==> src/rtl/fgt_pkg.sv <==
// Shared types and single-precision arithmetic for the 4x4 float tile MAC.
// Holds the request/tile types and the multiply, add and rounding functions.
// No dependencies.
package fgt_pkg;

   localparam int TileDim  = 4;
   localparam int TileSize = 16;
   localparam int QDepth   = 2;
   localparam logic [31:0] QNAN = 32'h7FC0_0000;

   typedef struct packed {
      logic       last;
      logic [2:0] rows;
      logic [2:0] cols;
   } ctl_type;

   typedef struct packed {
      logic [TileDim-1:0][31:0] a;
      logic [TileDim-1:0][31:0] b;
      ctl_type                  ctl;
   } item_type;

   typedef struct packed {
      logic               sgn;
      logic               nan;
      logic               inf;
      logic signed [10:0] e;
      logic [47:0]        p;
   } mprod_type;

   typedef logic [TileDim-1:0][TileDim-1:0][31:0] tile_type;

   function automatic logic [6:0] lzc65(input logic [64:0] v);
      logic [6:0] n;
      n = 7'd65;
      for (int i = 0; i < 65; i++) begin
         if (v[i]) n = 7'(64 - i);
      end
      return n;
   endfunction

   // round a value with its leading one at bit 64 to single, nearest even
   function automatic logic [31:0] fp_round(input logic s, input logic signed [10:0] e,
                                            input logic [64:0] n);
      logic [64:0] m;
      logic        stk;
      logic [7:0]  ef;
      logic        up;
      logic [24:0] k;
      logic [30:0] mag;
      logic [7:0]  sh;
      m   = n;
      stk = 1'b0;
      ef  = 8'd0;
      sh  = 8'd0;
      if (e >= 11'sd255) return {s, 8'hFF, 23'd0};
      if (e <= 11'sd0) begin
         sh = 8'(11'sd1 - e);
         if (sh >= 8'd65) begin
            stk = |m;
            m   = '0;
         end else begin
            stk = |(m & ((65'd1 << sh) - 65'd1));
            m   = m >> sh;
         end
         ef = 8'd1;
      end else begin
         ef = e[7:0];
      end
      up  = m[40] & (stk | (|m[39:0]) | m[41]);
      k   = {1'b0, m[64:41]} + 25'(up);
      mag = {ef - 8'd1, 23'd0} + 31'(k);
      return {s, mag};
   endfunction

   function automatic mprod_type fp_mul_pre(input logic [31:0] x, input logic [31:0] y);
      mprod_type r;
      logic [7:0] ex, ey;
      logic       nx, ny, ix, iy, zx, zy;
      ex = x[30:23];
      ey = y[30:23];
      nx = (ex == 8'hFF) && (x[22:0] != 23'd0);
      ny = (ey == 8'hFF) && (y[22:0] != 23'd0);
      ix = (ex == 8'hFF) && (x[22:0] == 23'd0);
      iy = (ey == 8'hFF) && (y[22:0] == 23'd0);
      zx = (x[30:0] == 31'd0);
      zy = (y[30:0] == 31'd0);
      r.sgn = x[31] ^ y[31];
      r.nan = nx | ny | (ix & zy) | (iy & zx);
      r.inf = ix | iy;
      r.p   = {ex != 8'd0, x[22:0]} * {ey != 8'd0, y[22:0]};
      r.e   = $signed({3'd0, (ex == 8'd0) ? 8'd1 : ex})
            + $signed({3'd0, (ey == 8'd0) ? 8'd1 : ey}) - 11'sd127;
      return r;
   endfunction

   function automatic logic [31:0] fp_mul_fin(input mprod_type m);
      logic [64:0]        n;
      logic [6:0]         lz;
      logic signed [10:0] e;
      n  = {m.p, 17'd0};
      lz = lzc65(n);
      e  = m.e + 11'sd1 - $signed({4'd0, lz});
      if (m.nan) return QNAN;
      if (m.inf) return {m.sgn, 8'hFF, 23'd0};
      if (m.p == 48'd0) return {m.sgn, 31'd0};
      return fp_round(m.sgn, e, n << lz);
   endfunction

   function automatic logic [31:0] fp_add(input logic [31:0] x, input logic [31:0] y);
      logic [7:0]  ex, ey, ea, eb;
      logic [23:0] mx, my, ma, mb;
      logic        nx, ny, ix, iy, sa, sb, st, swap;
      logic [7:0]  d;
      logic [63:0] bw;
      logic [64:0] av, bv, s;
      logic [6:0]  lz;
      logic signed [10:0] e;
      ex = x[30:23];
      ey = y[30:23];
      nx = (ex == 8'hFF) && (x[22:0] != 23'd0);
      ny = (ey == 8'hFF) && (y[22:0] != 23'd0);
      ix = (ex == 8'hFF) && (x[22:0] == 23'd0);
      iy = (ey == 8'hFF) && (y[22:0] == 23'd0);
      mx = {ex != 8'd0, x[22:0]};
      my = {ey != 8'd0, y[22:0]};
      if (ex == 8'd0) ex = 8'd1;
      if (ey == 8'd0) ey = 8'd1;
      swap = {ey, my} > {ex, mx};
      sa = swap ? y[31] : x[31];
      sb = swap ? x[31] : y[31];
      ea = swap ? ey : ex;
      eb = swap ? ex : ey;
      ma = swap ? my : mx;
      mb = swap ? mx : my;
      d  = ea - eb;
      if (d >= 8'd64) begin
         bw = '0;
         st = |mb;
      end else begin
         bw = {mb, 40'd0} >> d;
         st = |({mb, 40'd0} & ((64'd1 << d) - 64'd1));
      end
      av = {1'b0, ma, 40'd0};
      bv = {1'b0, bw} | 65'(st);
      s  = (sa == sb) ? av + bv : av - bv;
      lz = lzc65(s);
      e  = $signed({3'd0, ea}) + 11'sd1 - $signed({4'd0, lz});
      if (nx | ny | (ix & iy & (x[31] != y[31]))) return QNAN;
      if (ix) return x;
      if (iy) return y;
      if (s == 65'd0) return {sa & sb, 31'd0};
      return fp_round(sa, e, s << lz);
   endfunction

   function automatic logic [31:0] fp_canon(input logic [31:0] v);
      if ((v[30:23] == 8'hFF) && (v[22:0] != 23'd0)) return QNAN;
      return v;
   endfunction

   function automatic logic [2:0] sat4(input logic [2:0] v);
      return (v > 3'd4) ? 3'd4 : v;
   endfunction

endpackage

==> src/rtl/fgt_front.sv <==
// Front end: takes requests, saturates row/column counts, queues them.
// Depends on fgt_pkg.
module fgt_front import fgt_pkg::*; (
   input  logic        clock,
   input  logic        reset,
   input  logic        req_valid,
   output logic        req_ready,
   input  logic [31:0] req_a_row0,
   input  logic [31:0] req_a_row1,
   input  logic [31:0] req_a_row2,
   input  logic [31:0] req_a_row3,
   input  logic [31:0] req_b_col0,
   input  logic [31:0] req_b_col1,
   input  logic [31:0] req_b_col2,
   input  logic [31:0] req_b_col3,
   input  logic        req_last_step,
   input  logic [2:0]  req_valid_rows,
   input  logic [2:0]  req_valid_cols,
   output logic        head_valid,
   output item_type    head,
   input  logic        pop
);

   item_type   q_ff [QDepth];
   logic       wr_ff, wr_in, rd_ff, rd_in;
   logic [1:0] cnt_ff, cnt_in;
   item_type   it;
   logic       push;

   always_comb begin
      it.a        = {req_a_row3, req_a_row2, req_a_row1, req_a_row0};
      it.b        = {req_b_col3, req_b_col2, req_b_col1, req_b_col0};
      it.ctl.last = req_last_step;
      it.ctl.rows = sat4(req_valid_rows);
      it.ctl.cols = sat4(req_valid_cols);
   end

   assign req_ready  = (cnt_ff != 2'd2);
   assign push       = req_valid && req_ready;
   assign head_valid = (cnt_ff != 2'd0);
   assign head       = q_ff[rd_ff];

   always_comb begin
      wr_in  = push ? ~wr_ff : wr_ff;
      rd_in  = pop ? ~rd_ff : rd_ff;
      cnt_in = cnt_ff + 2'(push) - 2'(pop);
   end

   always_ff @(posedge clock) begin
      if (reset) begin
         wr_ff  <= 1'b0;
         rd_ff  <= 1'b0;
         cnt_ff <= 2'd0;
      end else begin
         wr_ff  <= wr_in;
         rd_ff  <= rd_in;
         cnt_ff <= cnt_in;
      end
   end

   always_ff @(posedge clock) begin
      if (push) q_ff[wr_ff] <= it;
   end

endmodule

==> config.mk <==
export PLATFORM = sky130hd
export DESIGN_NAME = fgt_front
export DESIGN_NICKNAME = d
export VERILOG_FILES = /design/src/rtl/fgt_pkg.sv /design/src/rtl/fgt_front.sv
export SDC_FILE = /design/constraint.sdc
export NUM_CORES = 1
export LEC_CHECK = 0
export ABC_AREA = 1
export BUFFER_PORTS_ARGS = -buffer_cell sky130_fd_sc_hd__buf_4
export CORE_AREA = 2 2 209 211
export DETAILED_ROUTE_END_ITERATION = 12
export DIE_AREA = 0 0 211 213
export PLACE_DENSITY = 0.71
export SYNTH_ARGS = -nofsm -noshare
export SYNTH_HDL_FRONTEND = slang
export SYNTH_SLANG_ARGS = --single-unit
==> constraint.sdc <==
create_clock -name clock -period 16.7 [get_ports clock]
set_input_delay 1.67 -clock clock [delete_from_list [all_inputs] [get_ports clock]]
set_output_delay 1.67 -clock clock [all_outputs]
set_load 0.05 [all_outputs]
# == Word-level counts from Yosys, hierarchy flattened ==
# Memory sizes are Yosys's and may differ from the RTL's. A register that Yosys moved wholly into a read port is not among the register bits.
# Index checks and enable logic that the tools add are counted.
# word_totals
reg_bits,4
ram_bits,526
in_bits,267
word_cells,19
memories,1
# memory_table
memory,depth,word_bits,read_ports,rd_ports_with_merged_regs,write_ports,line,text
q_ff,2,263,1,1,1,fgt_front.sv:24,item_type q_ff [QDepth];
# classes
addsub,2
n_lt_le_gt_ge,2
eq_ne,1
mux,6
bitwise,2
reduce_logical,2
# ops
op,count
3-bit > comparator (second input constant),2
3-bit two-way mux,2
1-bit two-way mux,4
2-bit by 1-bit adder with 2-bit output,1
2-bit != test (second input constant),1
1-bit NOT,2
2-bit nonzero test,1
2-bit by 1-bit subtractor with 2-bit output,1
1-bit logical AND,1

# == Depth between registers and ports, before layout ==
# logic_depth
ltp_word,4
depth_mapped,11
ltp_nobuf,11

# == Worst setup path before layout ==
# OpenSTA, ideal clock, no wires.
# synth_timing
kind,in2reg
from,input port req_valid
to,"memory q_ff[0][0] (netlist name), enable pin"
setup_time_ps,893
arrival_time_ps,12754
required_time_ps,15807
path_slack_ps,3053
cell_stages,2
path_buffers,0
cell_sequence,nand2_1 -> nor2_1
# synth_between
elab_chain_len,3
# synth_lines
element,line,text
"start, declared",fgt_front.sv:6,"input logic req_valid,"
1-bit logical AND,fgt_front.sv:39,assign push = req_valid && req_ready;
1-bit two-way mux,fgt_front.sv:62,if (push) q_ff[wr_ff] <= it;
1-bit two-way mux (implied by the code),fgt_front.sv:62,
"end, declared",fgt_front.sv:24,
# No other way between the ends.

==> impl_results.md <==
- Final Setup Violations: 0
- Core Util, Final: 60.4%
- Worst-margin pin slew: 1170 ps
- Hold buffers post-CTS: 0
- Total grt overflow: 0
- Layout Cells excl Fill: 2013
- Netlist cell types: 16
- Setup WS pre-CTS: 11420 ps
- Vias: 9931
- RD Place Congestion: 0.790
- Worst-path maximum fanout: 82
- CTS buffer count: 53
- Largest vdd supply drop: 0.0957 mV
- Die height: 213 um
- Largest net degree at the start of global routing: 83
- Initial antenna violation count: 4
- Fin area: 25800 um2
- Leakage power: 9.75 nW
- TNS Setup: 0 ps
- Drt first pass iters: 6
- Global-route wire length before repair: 61.0 mm
- Site Rows: 76
- Setup Buffers After CTS: 0
- Post-synth top cells: edfxtp_1, mux2_2, mux2_4, buf_4
- Post-cts sizing count: 0
- Slew margin rel.: 22.0%
- Via density per instance: 4.93
- Routing usage on met3: 8.69%
- Placed instance count: 1918
- Fin crit share: 34.8%
- Slew Limit Fails: 0
- Met2 Usage GRT: 31.5%
- Synth area leader: edfxtp_1
- Final Hold Viols: 0
- Fill count: 3063
- Area delta synth->final: 32.1%
- Post-Synthesis Cell Area: 19500 um2
- Critical Path RT: 15030 ps
- Share of the synthesized area in the top cell type: 80.9%
- DR WL/cell: 21.5 um
- DR iter-0 viols: 549
- Power Density: 137 nW/um2
- H-tree levels: 2
- Crit path DAT: 4140 ps
- Clk buf depth: 3
- Hpwl dp: 29.7 mm
- Initial core utilization: 45.7%
- Count leader, synth: edfxtp_1
- Final Critical Period: 5810 ps
- Predominant post-synthesis flop cell: edfxtp_1
- Max Clk Rate: 0.172 GHz
- Clock Tree Root: clkbuf_16
- Area of the die: 44900 um2
- Vias in the first global route: 10300
- Placed inst area: 24100 um2
- Setup crit end kind: output pin
- Seq/Total Area, Yosys: 81.5%
- Async SR Flop Fraction: 0%
- Clk_skew: 11.3 ps
- Outcome: finished clean
- Syn_area_per_cell: 22.7 um2
- Grt peak-use layer: met2
- Post-synth EDFFs: 526
- Worst hold slack: 515 ps
- Final worst slack: 10890 ps
- Hold WC Path Type: reg2reg
- Nets: 1695
- CTS tree: done
- Tot GR Track Use: 18.4%
- Share of cells above drive strength 1: 60.3%
- Core area: 42700 um2
- Max-Cap Viols: 0
- Global-route met1 utilization: 20.1%
- Port bufs: 531
- Yosys warns: 0
- Die Wd: 211 um
- Register bit total from synthesis: 531
- Mapped Cells: 861
- Clock sink total: 531
- Worst-path clk slew: 60 ps
- Antenna-violating nets left: 0
- Top cells by area, synth: edfxtp_1, mux2_2, mux2_4
- RSZ-0062 raised after global routing: no
- Syn Nets: 1129
- Type of origin of the critical path: flip-flop
- IO Count: 532
- Critical path type: reg2out
- Total power: 3.53 mW
- Later-pin clock latency in the skew report: 580 ps
- Drt drc: 0
- DRT Wirelength: 43.2 mm
final cells by class:
type	instances	area, um2	area share (%)
antenna	2	5.00	0.0194
clock buffer	62	1400	5.44
clock inverter	31	308	1.19
inverter	10	37.5	0.146
multi-input combinational	289	3360	13.1
sequential	531	15900	61.7
tap	546	683	2.65
timing repair buffer	542	4070	15.8
routing by layer:
| layer | wire length, um | vias up |
|---|---|---|
| li1 | - | 4543 |
| met1 | 15300 | 4893 |
| met2 | 21700 | 413 |
| met3 | 4970 | 80 |
| met4 | 1170 | 2 |
| met5 | 13 | - |
cells by family after synthesis:
| group | synth area share [%] |
|---|---|
| DFF | 81.5 |
| muxes | 16.5 |
| buffers and inverters | 1.37 |
| and+or+nand+nor | 0.398 |
| AOI/OAI and AO/OA | 0.0898 |
| xor gates and xnor gates | 0.0898 |
| adders and majority gates | 0.0641 |
cell usage in the layout (no fill, tap or decap), types with 4 or more instances in the layout:
cell type  instances
dfxtp_1            4
nor2_1             8
bufinv_16          6
inv_1             10
edfxtp_1         526
mux2_4            70
clkbuf_16         55
clkinv_2          11
clkbuf_1           7
nand2_1            8
mux2_2           193
clkinv_1          10
buf_4            542
inv_6              4
worst paths after layout:
check                           startpoint           end  slack (ps)  cells after the start
worst max-delay path             flip-flop     head[147]       10890                      4
worst min-delay path                 wr_ff         wr_ff         510                      2
worst max register to register   cnt_ff[0]  q_ff[1][206]       13740                      6
worst min register to register       wr_ff         wr_ff         510                      2
sequential cells by signal, summed over array words and instances (netlist names), named ones only:
register  flops
cnt_ff        2
q_ff        526
rd_ff         1
wr_ff         1
where the power goes:
group	switching (mW)	total (mW)	internal, mW
Clock	0.474	1.16	0.690
Sequential	0.0332	1.63	1.60
Combinational	0.489	0.737	0.249
Total	0.995	3.53	2.54
worst max-delay path, cell delays in order (launching register included):
cell and delay [ps]:
dfxtp_4 1080, buf_4 900, buf_4 830, mux2_2 430
buf_4 190
Power figures use the tool's default switching activity.
