==> config.mk <==
export PLATFORM = sky130hd
export DESIGN_NAME = fgt_emit
export DESIGN_NICKNAME = d
export VERILOG_FILES = /design/src/rtl/fgt_pkg.sv /design/src/rtl/fgt_emit.sv
export SDC_FILE = /design/constraint.sdc
export NUM_CORES = 1
export LEC_CHECK = 0
export BUFFER_PORTS_ARGS = -buffer_cell sky130_fd_sc_hd__buf_2
export CAP_MARGIN = 20
export CORE_AREA = 2 2 254 256
export CTS_CLUSTER_SIZE = 20
export DETAILED_ROUTE_END_ITERATION = 12
export DIE_AREA = 0 0 256 258
export PLACE_DENSITY = 0.63
export RECOVER_POWER = 50
export SLEW_MARGIN = 20
export SYNTH_ARGS = -nofsm -noshare
export SYNTH_HDL_FRONTEND = slang
export SYNTH_SLANG_ARGS = --single-unit
export TNS_END_PERCENT = 30
==> constraint.sdc <==
create_clock -name clock -period 11.7 [get_ports clock]
set_clock_uncertainty 0.15 [all_clocks]
set_input_delay 1.17 -clock clock [delete_from_list [all_inputs] [get_ports clock]]
set_output_delay 1.17 -clock clock [all_outputs]
set_load 0.01 [all_outputs]
==> src/rtl/fgt_pkg.sv <==
// Shared types and single-precision arithmetic for the 4x4 float tile MAC.
// Holds the request/tile types and the multiply, add and rounding functions.
// No dependencies.
package fgt_pkg;

   localparam int TileDim  = 4;
   localparam int TileSize = 16;
   localparam int QDepth   = 2;
   localparam logic [31:0] QNAN = 32'h7FC0_0000;

   typedef struct packed {
      logic       last;
      logic [2:0] rows;
      logic [2:0] cols;
   } ctl_type;

   typedef struct packed {
      logic [TileDim-1:0][31:0] a;
      logic [TileDim-1:0][31:0] b;
      ctl_type                  ctl;
   } item_type;

   typedef struct packed {
      logic               sgn;
      logic               nan;
      logic               inf;
      logic signed [10:0] e;
      logic [47:0]        p;
   } mprod_type;

   typedef logic [TileDim-1:0][TileDim-1:0][31:0] tile_type;

   function automatic logic [6:0] lzc65(input logic [64:0] v);
      logic [6:0] n;
      n = 7'd65;
      for (int i = 0; i < 65; i++) begin
         if (v[i]) n = 7'(64 - i);
      end
      return n;
   endfunction

   // round a value with its leading one at bit 64 to single, nearest even
   function automatic logic [31:0] fp_round(input logic s, input logic signed [10:0] e,
                                            input logic [64:0] n);
      logic [64:0] m;
      logic        stk;
      logic [7:0]  ef;
      logic        up;
      logic [24:0] k;
      logic [30:0] mag;
      logic [7:0]  sh;
      m   = n;
      stk = 1'b0;
      ef  = 8'd0;
      sh  = 8'd0;
      if (e >= 11'sd255) return {s, 8'hFF, 23'd0};
      if (e <= 11'sd0) begin
         sh = 8'(11'sd1 - e);
         if (sh >= 8'd65) begin
            stk = |m;
            m   = '0;
         end else begin
            stk = |(m & ((65'd1 << sh) - 65'd1));
            m   = m >> sh;
         end
         ef = 8'd1;
      end else begin
         ef = e[7:0];
      end
      up  = m[40] & (stk | (|m[39:0]) | m[41]);
      k   = {1'b0, m[64:41]} + 25'(up);
      mag = {ef - 8'd1, 23'd0} + 31'(k);
      return {s, mag};
   endfunction

   function automatic mprod_type fp_mul_pre(input logic [31:0] x, input logic [31:0] y);
      mprod_type r;
      logic [7:0] ex, ey;
      logic       nx, ny, ix, iy, zx, zy;
      ex = x[30:23];
      ey = y[30:23];
      nx = (ex == 8'hFF) && (x[22:0] != 23'd0);
      ny = (ey == 8'hFF) && (y[22:0] != 23'd0);
      ix = (ex == 8'hFF) && (x[22:0] == 23'd0);
      iy = (ey == 8'hFF) && (y[22:0] == 23'd0);
      zx = (x[30:0] == 31'd0);
      zy = (y[30:0] == 31'd0);
      r.sgn = x[31] ^ y[31];
      r.nan = nx | ny | (ix & zy) | (iy & zx);
      r.inf = ix | iy;
      r.p   = {ex != 8'd0, x[22:0]} * {ey != 8'd0, y[22:0]};
      r.e   = $signed({3'd0, (ex == 8'd0) ? 8'd1 : ex})
            + $signed({3'd0, (ey == 8'd0) ? 8'd1 : ey}) - 11'sd127;
      return r;
   endfunction

   function automatic logic [31:0] fp_mul_fin(input mprod_type m);
      logic [64:0]        n;
      logic [6:0]         lz;
      logic signed [10:0] e;
      n  = {m.p, 17'd0};
      lz = lzc65(n);
      e  = m.e + 11'sd1 - $signed({4'd0, lz});
      if (m.nan) return QNAN;
      if (m.inf) return {m.sgn, 8'hFF, 23'd0};
      if (m.p == 48'd0) return {m.sgn, 31'd0};
      return fp_round(m.sgn, e, n << lz);
   endfunction

   function automatic logic [31:0] fp_add(input logic [31:0] x, input logic [31:0] y);
      logic [7:0]  ex, ey, ea, eb;
      logic [23:0] mx, my, ma, mb;
      logic        nx, ny, ix, iy, sa, sb, st, swap;
      logic [7:0]  d;
      logic [63:0] bw;
      logic [64:0] av, bv, s;
      logic [6:0]  lz;
      logic signed [10:0] e;
      ex = x[30:23];
      ey = y[30:23];
      nx = (ex == 8'hFF) && (x[22:0] != 23'd0);
      ny = (ey == 8'hFF) && (y[22:0] != 23'd0);
      ix = (ex == 8'hFF) && (x[22:0] == 23'd0);
      iy = (ey == 8'hFF) && (y[22:0] == 23'd0);
      mx = {ex != 8'd0, x[22:0]};
      my = {ey != 8'd0, y[22:0]};
      if (ex == 8'd0) ex = 8'd1;
      if (ey == 8'd0) ey = 8'd1;
      swap = {ey, my} > {ex, mx};
      sa = swap ? y[31] : x[31];
      sb = swap ? x[31] : y[31];
      ea = swap ? ey : ex;
      eb = swap ? ex : ey;
      ma = swap ? my : mx;
      mb = swap ? mx : my;
      d  = ea - eb;
      if (d >= 8'd64) begin
         bw = '0;
         st = |mb;
      end else begin
         bw = {mb, 40'd0} >> d;
         st = |({mb, 40'd0} & ((64'd1 << d) - 64'd1));
      end
      av = {1'b0, ma, 40'd0};
      bv = {1'b0, bw} | 65'(st);
      s  = (sa == sb) ? av + bv : av - bv;
      lz = lzc65(s);
      e  = $signed({3'd0, ea}) + 11'sd1 - $signed({4'd0, lz});
      if (nx | ny | (ix & iy & (x[31] != y[31]))) return QNAN;
      if (ix) return x;
      if (iy) return y;
      if (s == 65'd0) return {sa & sb, 31'd0};
      return fp_round(sa, e, s << lz);
   endfunction

   function automatic logic [31:0] fp_canon(input logic [31:0] v);
      if ((v[30:23] == 8'hFF) && (v[22:0] != 23'd0)) return QNAN;
      return v;
   endfunction

   function automatic logic [2:0] sat4(input logic [2:0] v);
      return (v > 3'd4) ? 3'd4 : v;
   endfunction

endpackage

==> src/rtl/fgt_emit.sv <==
// Row emitter: holds a finished tile and presents it one row per response.
// Depends on fgt_pkg.
module fgt_emit import fgt_pkg::*; (
   input  logic        clock,
   input  logic        reset,
   input  logic        load,
   input  ctl_type     load_ctl,
   input  tile_type    load_tile,
   output logic        emit_ready,
   output logic        rsp_valid,
   input  logic        rsp_ready,
   output logic [1:0]  rsp_row_index,
   output logic [31:0] rsp_sum_col0,
   output logic [31:0] rsp_sum_col1,
   output logic [31:0] rsp_sum_col2,
   output logic [31:0] rsp_sum_col3,
   output logic [2:0]  rsp_cols_in_use,
   output logic        rsp_last_row
);

   tile_type   buf_ff;
   logic [2:0] rows_ff, cols_ff;
   logic [1:0] row_ff;
   logic       busy_ff;
   logic       fire, done;

   assign rsp_valid       = busy_ff;
   assign rsp_row_index   = row_ff;
   assign rsp_sum_col0    = fp_canon(buf_ff[0][0]);
   assign rsp_sum_col1    = fp_canon(buf_ff[0][1]);
   assign rsp_sum_col2    = fp_canon(buf_ff[0][2]);
   assign rsp_sum_col3    = fp_canon(buf_ff[0][3]);
   assign rsp_cols_in_use = cols_ff;
   assign rsp_last_row    = ({1'b0, row_ff} + 3'd1 == rows_ff);
   assign fire            = rsp_valid && rsp_ready;
   assign done            = fire && rsp_last_row;
   assign emit_ready      = !busy_ff || done;

   always_ff @(posedge clock) begin
      if (reset) begin
         busy_ff <= 1'b0;
      end else if (load) begin
         busy_ff <= 1'b1;
      end else if (done) begin
         busy_ff <= 1'b0;
      end
   end

   always_ff @(posedge clock) begin
      if (load) begin
         buf_ff  <= load_tile;
         rows_ff <= load_ctl.rows;
         cols_ff <= load_ctl.cols;
         row_ff  <= 2'd0;
      end else if (fire) begin
         for (int r = 0; r < TileDim - 1; r++) begin
            buf_ff[r] <= buf_ff[r+1];
         end
         row_ff <= row_ff + 2'd1;
      end
   end

endmodule

; Word-level counts from Yosys, hierarchy flattened
; Cells that the tools add are included.
[totals]
ff_bits = 521
inputBits = 523
output_inout_bits = 136
wordCells = 57
[op_classes]
addsub = 2
n_eq_ne = 5
muxes = 16
reduce_logical = 14
[ops]
columns = op, count
row1 = $mux 384, 2
row2 = $mux 32, 8
row3 = $reduce_bool 23->1, 4
row4 = $eq 8x8->1 const B, 4
row5 = $logic_and 1x1->1, 6
row6 = $mux 1, 6
row7 = $reduce_bool 2->1, 2
row8 = $add 2x1->3 const B, 1
row9 = $eq 3x3->1, 1
row10 = $add 2x1->2 const B, 1
row11 = $logic_not 1->1, 1
row12 = $logic_or 1x1->1, 1

; Logic depth before layout (Yosys ltp)
; Gate-level depths: netlist of the first run.
[logic_depth]
word_depth = 5
depth_mapped = 5
depth_no_buf = 4

; Worst setup path after synthesis of the first run
; OpenSTA, ideal clock, no wires.
[synth_path]
path_type = input port to flip-flop
start = in load
end = reg buf_ff[0] in the netlist's numbering (enable)
setup_ps = 2822
arrival_ps = 7804
required_time_ps = 8728
slack_ps = 924
path_stages = 5
n_path_buf = 3
path_cell_list = buf_4 buf_6 buf_6 inv_2 nand2_1
[synth_via]
elab_chain_cells = 1
[synth_lines]
columns = item, line
row1 = start: declaration, fgt_emit.sv:6  ; input logic load,
row2 = $reduce_bool 2->1 (no line), --
row3 = end signal: assignment, fgt_emit.sv:51  ; buf_ff <= load_tile;
row4 = end signal: indexed assignment, fgt_emit.sv:57  ; buf_ff[r] <= buf_ff[r+1];
row5 = end: declaration, fgt_emit.sv:21  ; tile_type buf_ff;
; Every way passes these cells.
; A chain may end at the register's enable or synchronous reset.

; Final worst setup path of the first run
[layout_path]
start = in load
end = reg buf_ff[322] in the netlist's numbering (enable)
; Same word-level chain as after synthesis.

==> results of run 1 <==
## registers in the layout, summed over array words and instances, names as in the netlist
| register | cells |
|---|---|
| buf_ff | 512 |
| rows_ff | 3 |
| rsp_cols_in_use | 3 |
| rsp_row_index | 2 |
| rsp_valid | 1 |
## Yosys cell counts (all sizes together) (2+ instances only)
| cell type | count | area (um2) |
|---|---|---|
| nor4 | 12 | 75.1 |
| nor2 | 10 | 47.5 |
| edfxtp | 518 | 15600 |
| and4 | 4 | 35.0 |
| or4 | 8 | 75.1 |
| nor2b | 88 | 561 |
| nand2 | 4 | 15.0 |
| o2bb2ai | 4 | 35.0 |
| dfxtp | 3 | 60.1 |
| buf | 51 | 479 |
| xor2 | 2 | 17.5 |
| clkbuf | 32 | 120 |
| a2bb2oi | 4 | 35.0 |
| inv | 5 | 18.8 |
| nor3 | 8 | 60.1 |
| xnor2 | 2 | 17.5 |
| nand4 | 9 | 56.3 |
| mux2 | 384 | 4320 |
## cell type report
class | count | area [um2]
antenna | 19 | 47.5
clock buffer | 73 | 1510
clock inverter | 32 | 272
fill | 5850 | 36400
inverter | 5 | 18.8
multi-input combinational | 544 | 5400
sequential | 521 | 15600
tap | 855 | 1070
timing repair buffer | 664 | 3330
## power groups by stage
stage                     registers, mW  logic [mW]  clock network, mW
after CTS                          2.32       0.396               1.77
after detailed placement           2.36       0.392                  0
after global routing               2.34       0.423               1.84
after global placement             2.35       0.384                  0
final                              2.32       0.389               1.72
after floorplan                    2.36       0.219                  0
## cell families (layout without fill, tap and decap cells)
kind of cell,count (synthesis),count (layout)
and+or+nand+nor,145,145
xor gates and xnor gates,4,4
other,0,19
adders and majority gates,1,1
buffers and inverters,88,774
muxes,384,384
DFF,521,521
AOI/OAI and AO/OA,10,10
## critical path: stages
cell and delay, ps:
clkbuf_1 3240, inv_1 520, nand2_1 1310, buf_12 650
## final timing paths
check,slack (ps),cells past startpoint,end,from
worst max-delay path,4430,4,buf_ff[322],load
worst min-delay path,360,1,buf_ff[199],buf_ff[327]
worst max register to register,8540,3,buf_ff[322],rsp_valid
worst min register to register,360,1,buf_ff[199],buf_ff[327]
## layer usage
| metal | global-route usage, % | vias up | part of all wire (%) |
|---|---|---|---|
| li1 | - | 5746 | - |
| met1 | 19.7 | 6123 | 40 |
| met2 | 27.0 | 410 | 51 |
| met3 | 3.72 | 109 | 5.9 |
| met4 | 7.24 | 4 | 2.9 |
| met5 | 0 | - | 0.042 |
==> metrics.txt, run 1 <==
1st-pass router iterations=5; post-DR wirelength/cell=20.4 um; Tmin final=7270 ps; via count=12400; Final Setup Violations=0; die width=256 um; layout cells sized above 1=42.1%; Finished Layout Cells=2713; worst skew pair latency=590 ps; initial antenna violation count=23; switching part of the total power=22.2%; Synth Net Count=1677; crit path launch type=input port; WHS=362 ps; Post-CTS Hold Fix Bufs=0; Syn. warnings=0; placed insts=2589; Crit Path Class=in -> reg; Sinks on Clock Net=521; largest net degree at the start of global routing=186; Internal Power=3.45 mW; row count=93; most common cell after layout, fill and taps aside=buf_2; Post-DP Area=25500 um2; drt initial violations=902; number of top-level pins=659; failing checks=capacitance limit, slew limit; Root Buffer=clkbuf_16; CTS clk-pin slew, worst paths=60 ps; Core Area=63600 um2; period utilisation layout=62.1%; post-route cell area=27300 um2; overall power=4.43 mW; Slew Limit Fails=82; FMAX=138 MHz; grt ovf=0; largest family of logic cells by synthesized area=multiplexers; Crit. End Element=register; Die Area=66000 um2; Post-synth EDFFs=518; static leakage=10.4 nW; asr flop ratio synth=0%; Worst EP required=11750 ps; Yosys reg bits=521; die height=258 um; vias in the first global route=12900; sequential cell area fraction in the yosys report=72.2%; Place WS=7390 ps; Setup WS post-layout=4430 ps; H-tree Lvls=2; clock tree buffer depth=3; number of hold violations in the final report=0; routed wire length=55400 um; adder-cell area share of the yosys netlist=0.0579%; GR Util All Layers=16.0%; area of the mapped netlist=21600 um2; CTS buffer count=58; Clock Power Share=38.9%; Synth Area in Simple Gates=4.33%; Layout Utilization=42.8%; max-cap violation count=1; Mapped Cells=1153; combinational share of power=8.8%; Seq pwr share=52.3%; TritonCTS clock tree=built; setup tns final=0 ps; RSZ-0062 raised after global routing=no; IO buf count=657; Tightest Hold Check Type=reg -> reg; placed wire-length estimate=40100 um; CP Max Fanout=185; post-synthesis average cell area=18.8 um2; multiplexer area fraction after synthesis=20.0%; slew margin rel.=-212%; DRC Markers=0; Switch Pwr=983 uW; Placer Congestion=0.920; Synth Area in Compound Gates=0.388%; post_cts resized=0; most frequent cells in the layout=buf_2, edfxtp_1, mux2_1; maximum VDD drop=0.126 mV; Nets=2318; Post-CTS Setup Inserts=0; P per Cell Area=163 nW/um2; vias per cell=4.57; Unique masters post-synth=31; Data arrival, critical path=7320 ps; Synth Area in XOR/XNOR=0.162%; initial core utilization=34.0%; status=finished with violations; first-pass GRT wire length=80200 um; Least-Margin Pin Slew=4680 ps; DRT antenna net count=0; Syn-to-layout area delta=26.0%; most common flop cell mapped by yosys=edfxtp_1
(Power assumes the default switching activity.)
==> run 2, diff against run 1 <==
clock period = 7.63 ns   (was 11.7 ns; I/O delays follow)
==> run 2 against run 1 <==
Against the previous run: the run still ends with capacitance limit, slew limit left; combinational power up 53%; cell count down 0.15%; utilization is 0.12 points higher; wire length decreased by 0.32%; critical path depth is the same; register-to-register slack lost 3700 ps; first-iteration DRC count shrank 5.5%; sequential cell count unchanged; via count fell by 0.19%; clock-buffer cell count rose by 1; cell area rose by 0.28%; power is 55% higher; critical path type unchanged; highest routed layer unchanged.
==> metrics.txt, run 2 (synthesis gave the netlist of run 1 again) <==
1st-pass router iterations=5; Tightest Hold Check Type=in -> reg; Nets=2316; max FFs per register=512; overall power=6.87 mW; Placer Congestion=0.910; TritonCTS clock tree=built; number of top-level pins=659; setup tns final=0 ps; Crit Path Class=in -> reg; post-DR wirelength/cell=20.4 um; drt initial violations=852; CP Max Fanout=171; vias per cell=4.57; H-tree Lvls=2; Sinks on Clock Net=521; Root Buffer=clkbuf_16; placed wire-length estimate=40100 um; Post-CTS Hold Fix Bufs=0; crit path launch type=input port; period utilisation layout=68.6%; most frequent cells in the layout=buf_2, edfxtp_1, mux2_1; worst skew pair latency=600 ps; clock tree buffer depth=3; register area=15600 um2; CTS buffer count=57; Post-CTS Setup Inserts=0; vias in the first global route=12900; GR Util All Layers=16.0%; number of hold violations in the final report=0; initial core utilization=34.0%; FMAX=191 MHz; via count=12400; first-pass GRT wire length=80300 um; status=finished with violations; Die Area=66000 um2; Worst EP required=7690 ps; P per Cell Area=252 nW/um2; layout cells sized above 1=43.0%; initial antenna violation count=23; die height=258 um; CTS clk-pin slew, worst paths=60 ps; DRC Markers=0; IO buf count=657; multi-input logic area=5410 um2; RSZ-0062 raised after global routing=no; maximum VDD drop=0.182 mV; Tmin final=5230 ps; Final Setup Violations=0; Fillers=5825; most common cell after layout, fill and taps aside=buf_2; Syn-to-layout area delta=26.4%; static leakage=10.5 nW; die width=256 um; failing checks=capacitance limit, slew limit; Slew Limit Fails=49; largest net degree at the start of global routing=172; grt ovf=0; DRT antenna net count=0; Biggest register=buf_ff; Data arrival, critical path=5290 ps; routed wire length=55200 um; max-cap violation count=1; post_cts resized=0; Core Area=63600 um2; row count=93; Least-Margin Pin Slew=2860 ps; slew margin rel.=-90.9%; Crit. End Element=register
==> run 2: cell types whose count changed in the layout (fill, tap and decap cells not counted), sizes merged <==
cell,change
bufinv,+2
inv,-1
clkbuf,-1
buf,+1
diode,+1
clkinv,-6
==> run 2: cell type report <==
class	instances	share of cell area, %
sequential	521	57.1
multi-input combinational	544	19.8
timing repair buffer	663	12.2
clock buffer	74	5.57
tap	855	3.91
clock inverter	27	1.13
antenna	20	0.183
inverter	5	0.0687
==> run 2: metrics by stage <==
step                instances  setup slack (ps)  area [um2]  hold WS (ps)  utilization [%]
finish                   2709              2400       27300           185             42.9
global route             2708              2100       27300           147             42.9
CTS                      2689              4230       27300           137             42.9
detailed placement       2588              3960       25500           347             40.1
global placement         2588              4030       25500           318             40.1
floorplan                1153              1150       21600           345                -
==> run 2: path summary, 6_finish.rpt <==
kind / cells past startpoint / end / from / slack, ps
worst min-delay path: 1 / buf_ff[419] / load_tile[419] / 180
worst max register to register: 3 / buf_ff[125] / rsp_valid / 4880
worst max-delay path: 4 / buf_ff[125] / load / 2400
worst min register to register: 2 / rsp_row_index[1] / rsp_row_index[1] / 350
==> run 2: metal layers <==
metal  global-route usage [%]  wire (um)  vias up
li1                         -          -     5734
met1                     19.3      21800     6090
met2                     27.0      28100      424
met3                     4.14       3250      118
met4                     7.55       2030        2
met5                        0         11        -
==> run 2: worst max-delay path, stage by stage <==
cell and delay [ps]:
clkbuf_1 1990, inv_1 690, nand2_8 880, buf_12 720
==> run 2: power by group <==
part	leakage [nW]	switching (mW)	internal [mW]
Combinational	4.45	0.302	0.294
Clock	0.885	1.11	1.60
Sequential	5.14	0.0919	3.47
==> run 3, diff against run 2 <==
clock period = 5.19 ns   (was 7.63 ns; I/O delays follow)
==> run 3 against run 2 <==
Against the previous run: critical path type is now reg -> reg; clock-buffer cell count shrank 8; critical endpoint is now buf_ff[46]; combinational power grew 65%; the run still ends with capacitance limit, slew limit left; sequential power grew 47%; wire length grew 3.5%; non-clock buffer count grew 143; highest routed layer unchanged; via count grew 5.0%; worst hold slack lost 120 ps; die area is the same.
==> metrics.txt, run 3 (synthesis gave the netlist of run 1 again) <==
status=finished with violations; failing checks=capacitance limit, slew limit; Nets=2459; RSZ-0062 raised after global routing=no; Least-Margin Pin Slew=2980 ps; crit path launch type=register; H-tree Lvls=2; Crit. End Element=register; via count=13000; overall power=10.2 mW; Syn-to-layout area delta=32.8%; DRC Markers=0; most frequent cells in the layout=buf_2, edfxtp_1, mux2_1; post-route cell area=28700 um2; placed wire-length estimate=40900 um; FMAX=265 MHz; routed wire length=57200 um; Tmin final=3780 ps; Place WS=2340 ps; number of hold violations in the final report=0; Worst EP required=5290 ps; maximum VDD drop=0.341 mV; Post-DP Area=25600 um2; grt ovf=0; Setup WS post-layout=1410 ps; drt initial violations=888; die width=256 um; Post-CTS Setup Inserts=0; Data arrival, critical path=3880 ps; layout cells sized above 1=40.0%; Tightest Hold Check Type=in -> reg; vias in the first global route=13600; period utilisation layout=72.8%; Die Area=66000 um2; 1st-pass router iterations=6; CTS buffer count=57; post-DR wirelength/cell=20.0 um; Fillers=5628; Placer Congestion=0.914; Layout Utilization=45.1%; Final Setup Violations=0; placed insts=2595; Root Buffer=clkbuf_16; Core Area=63600 um2; row count=93; die height=258 um; TritonCTS clock tree=built; Finished Layout Cells=2852; Crit Path Class=reg -> reg; Biggest register=buf_ff; most common cell after layout, fill and taps aside=buf_2; setup tns final=0 ps; max FFs per register=512; initial core utilization=34.0%; DRT antenna net count=0; CTS clk-pin slew, worst paths=60 ps; clock tree buffer depth=3; slew margin rel.=-98.7%; IO buf count=657; largest net degree at the start of global routing=177; static leakage=11.1 nW; GR Util All Layers=16.6%; worst skew pair latency=590 ps; number of top-level pins=659; Sinks on Clock Net=521; multi-input logic area=5390 um2; vias per cell=4.55; first-pass GRT wire length=83300 um; register area=15600 um2; max-cap violation count=5; initial antenna violation count=18; Slew Limit Fails=423; P per Cell Area=355 nW/um2; CP Max Fanout=111; WHS=60.3 ps
-- run 3: cell count changes in the layout (fill, tap and decap cells not counted), moves of 2 or more --
cell	previous run	this run
inv_6	1	3
dlygate4sd3_1	0	136
buf_2	617	614
clkinv_2	8	10
clkinv_1	6	19
buf_4	2	5
clkbuf_1	55	51
diode_2	20	14
-- run 3: layer usage --
metal,routed length (um),part of all wire [%],track usage (%)
met2,29600,52,28.6
met1,22400,39,20.1
met3,3370,5.9,4.35
met4,1720,3.0,6.30
met5,45,0.079,0
-- run 3: critical path: stages, from the launching register on --
cell	delay (ps)
dfxtp_1	390
nand2_1	140
nand2_2	2000
buf_4	650
-- run 3: layout make-up --
type	count	area share, %
antenna	14	0.122
clock buffer	66	5.23
clock inverter	41	1.15
inverter	5	0.0654
multi-input combinational	544	18.8
sequential	521	54.4
tap	855	3.73
timing repair buffer	806	16.5
-- run 3: what timing repair did --
action	in CTS	in global routing
endpoints found under the hold margin	135	0
hold buffers	136	0
endpoints found under the setup margin	0	0
resized for setup	0	0
-- run 3: final timing paths --
kind,from,endpoint,slack [ps],cells past startpoint
max,rsp_valid,buf_ff[46],1410,3
min,load_tile[355],buf_ff[355],60,2
max reg2reg,rsp_valid,buf_ff[46],1410,3
min reg2reg,rsp_row_index[1],rsp_row_index[1],340,2
-- run 3: power breakdown --
| group | switching [mW] | internal [mW] |
|---|---|---|
| Combinational | 0.470 | 0.511 |
| Sequential | 0.130 | 5.10 |
| Clock | 1.66 | 2.31 |
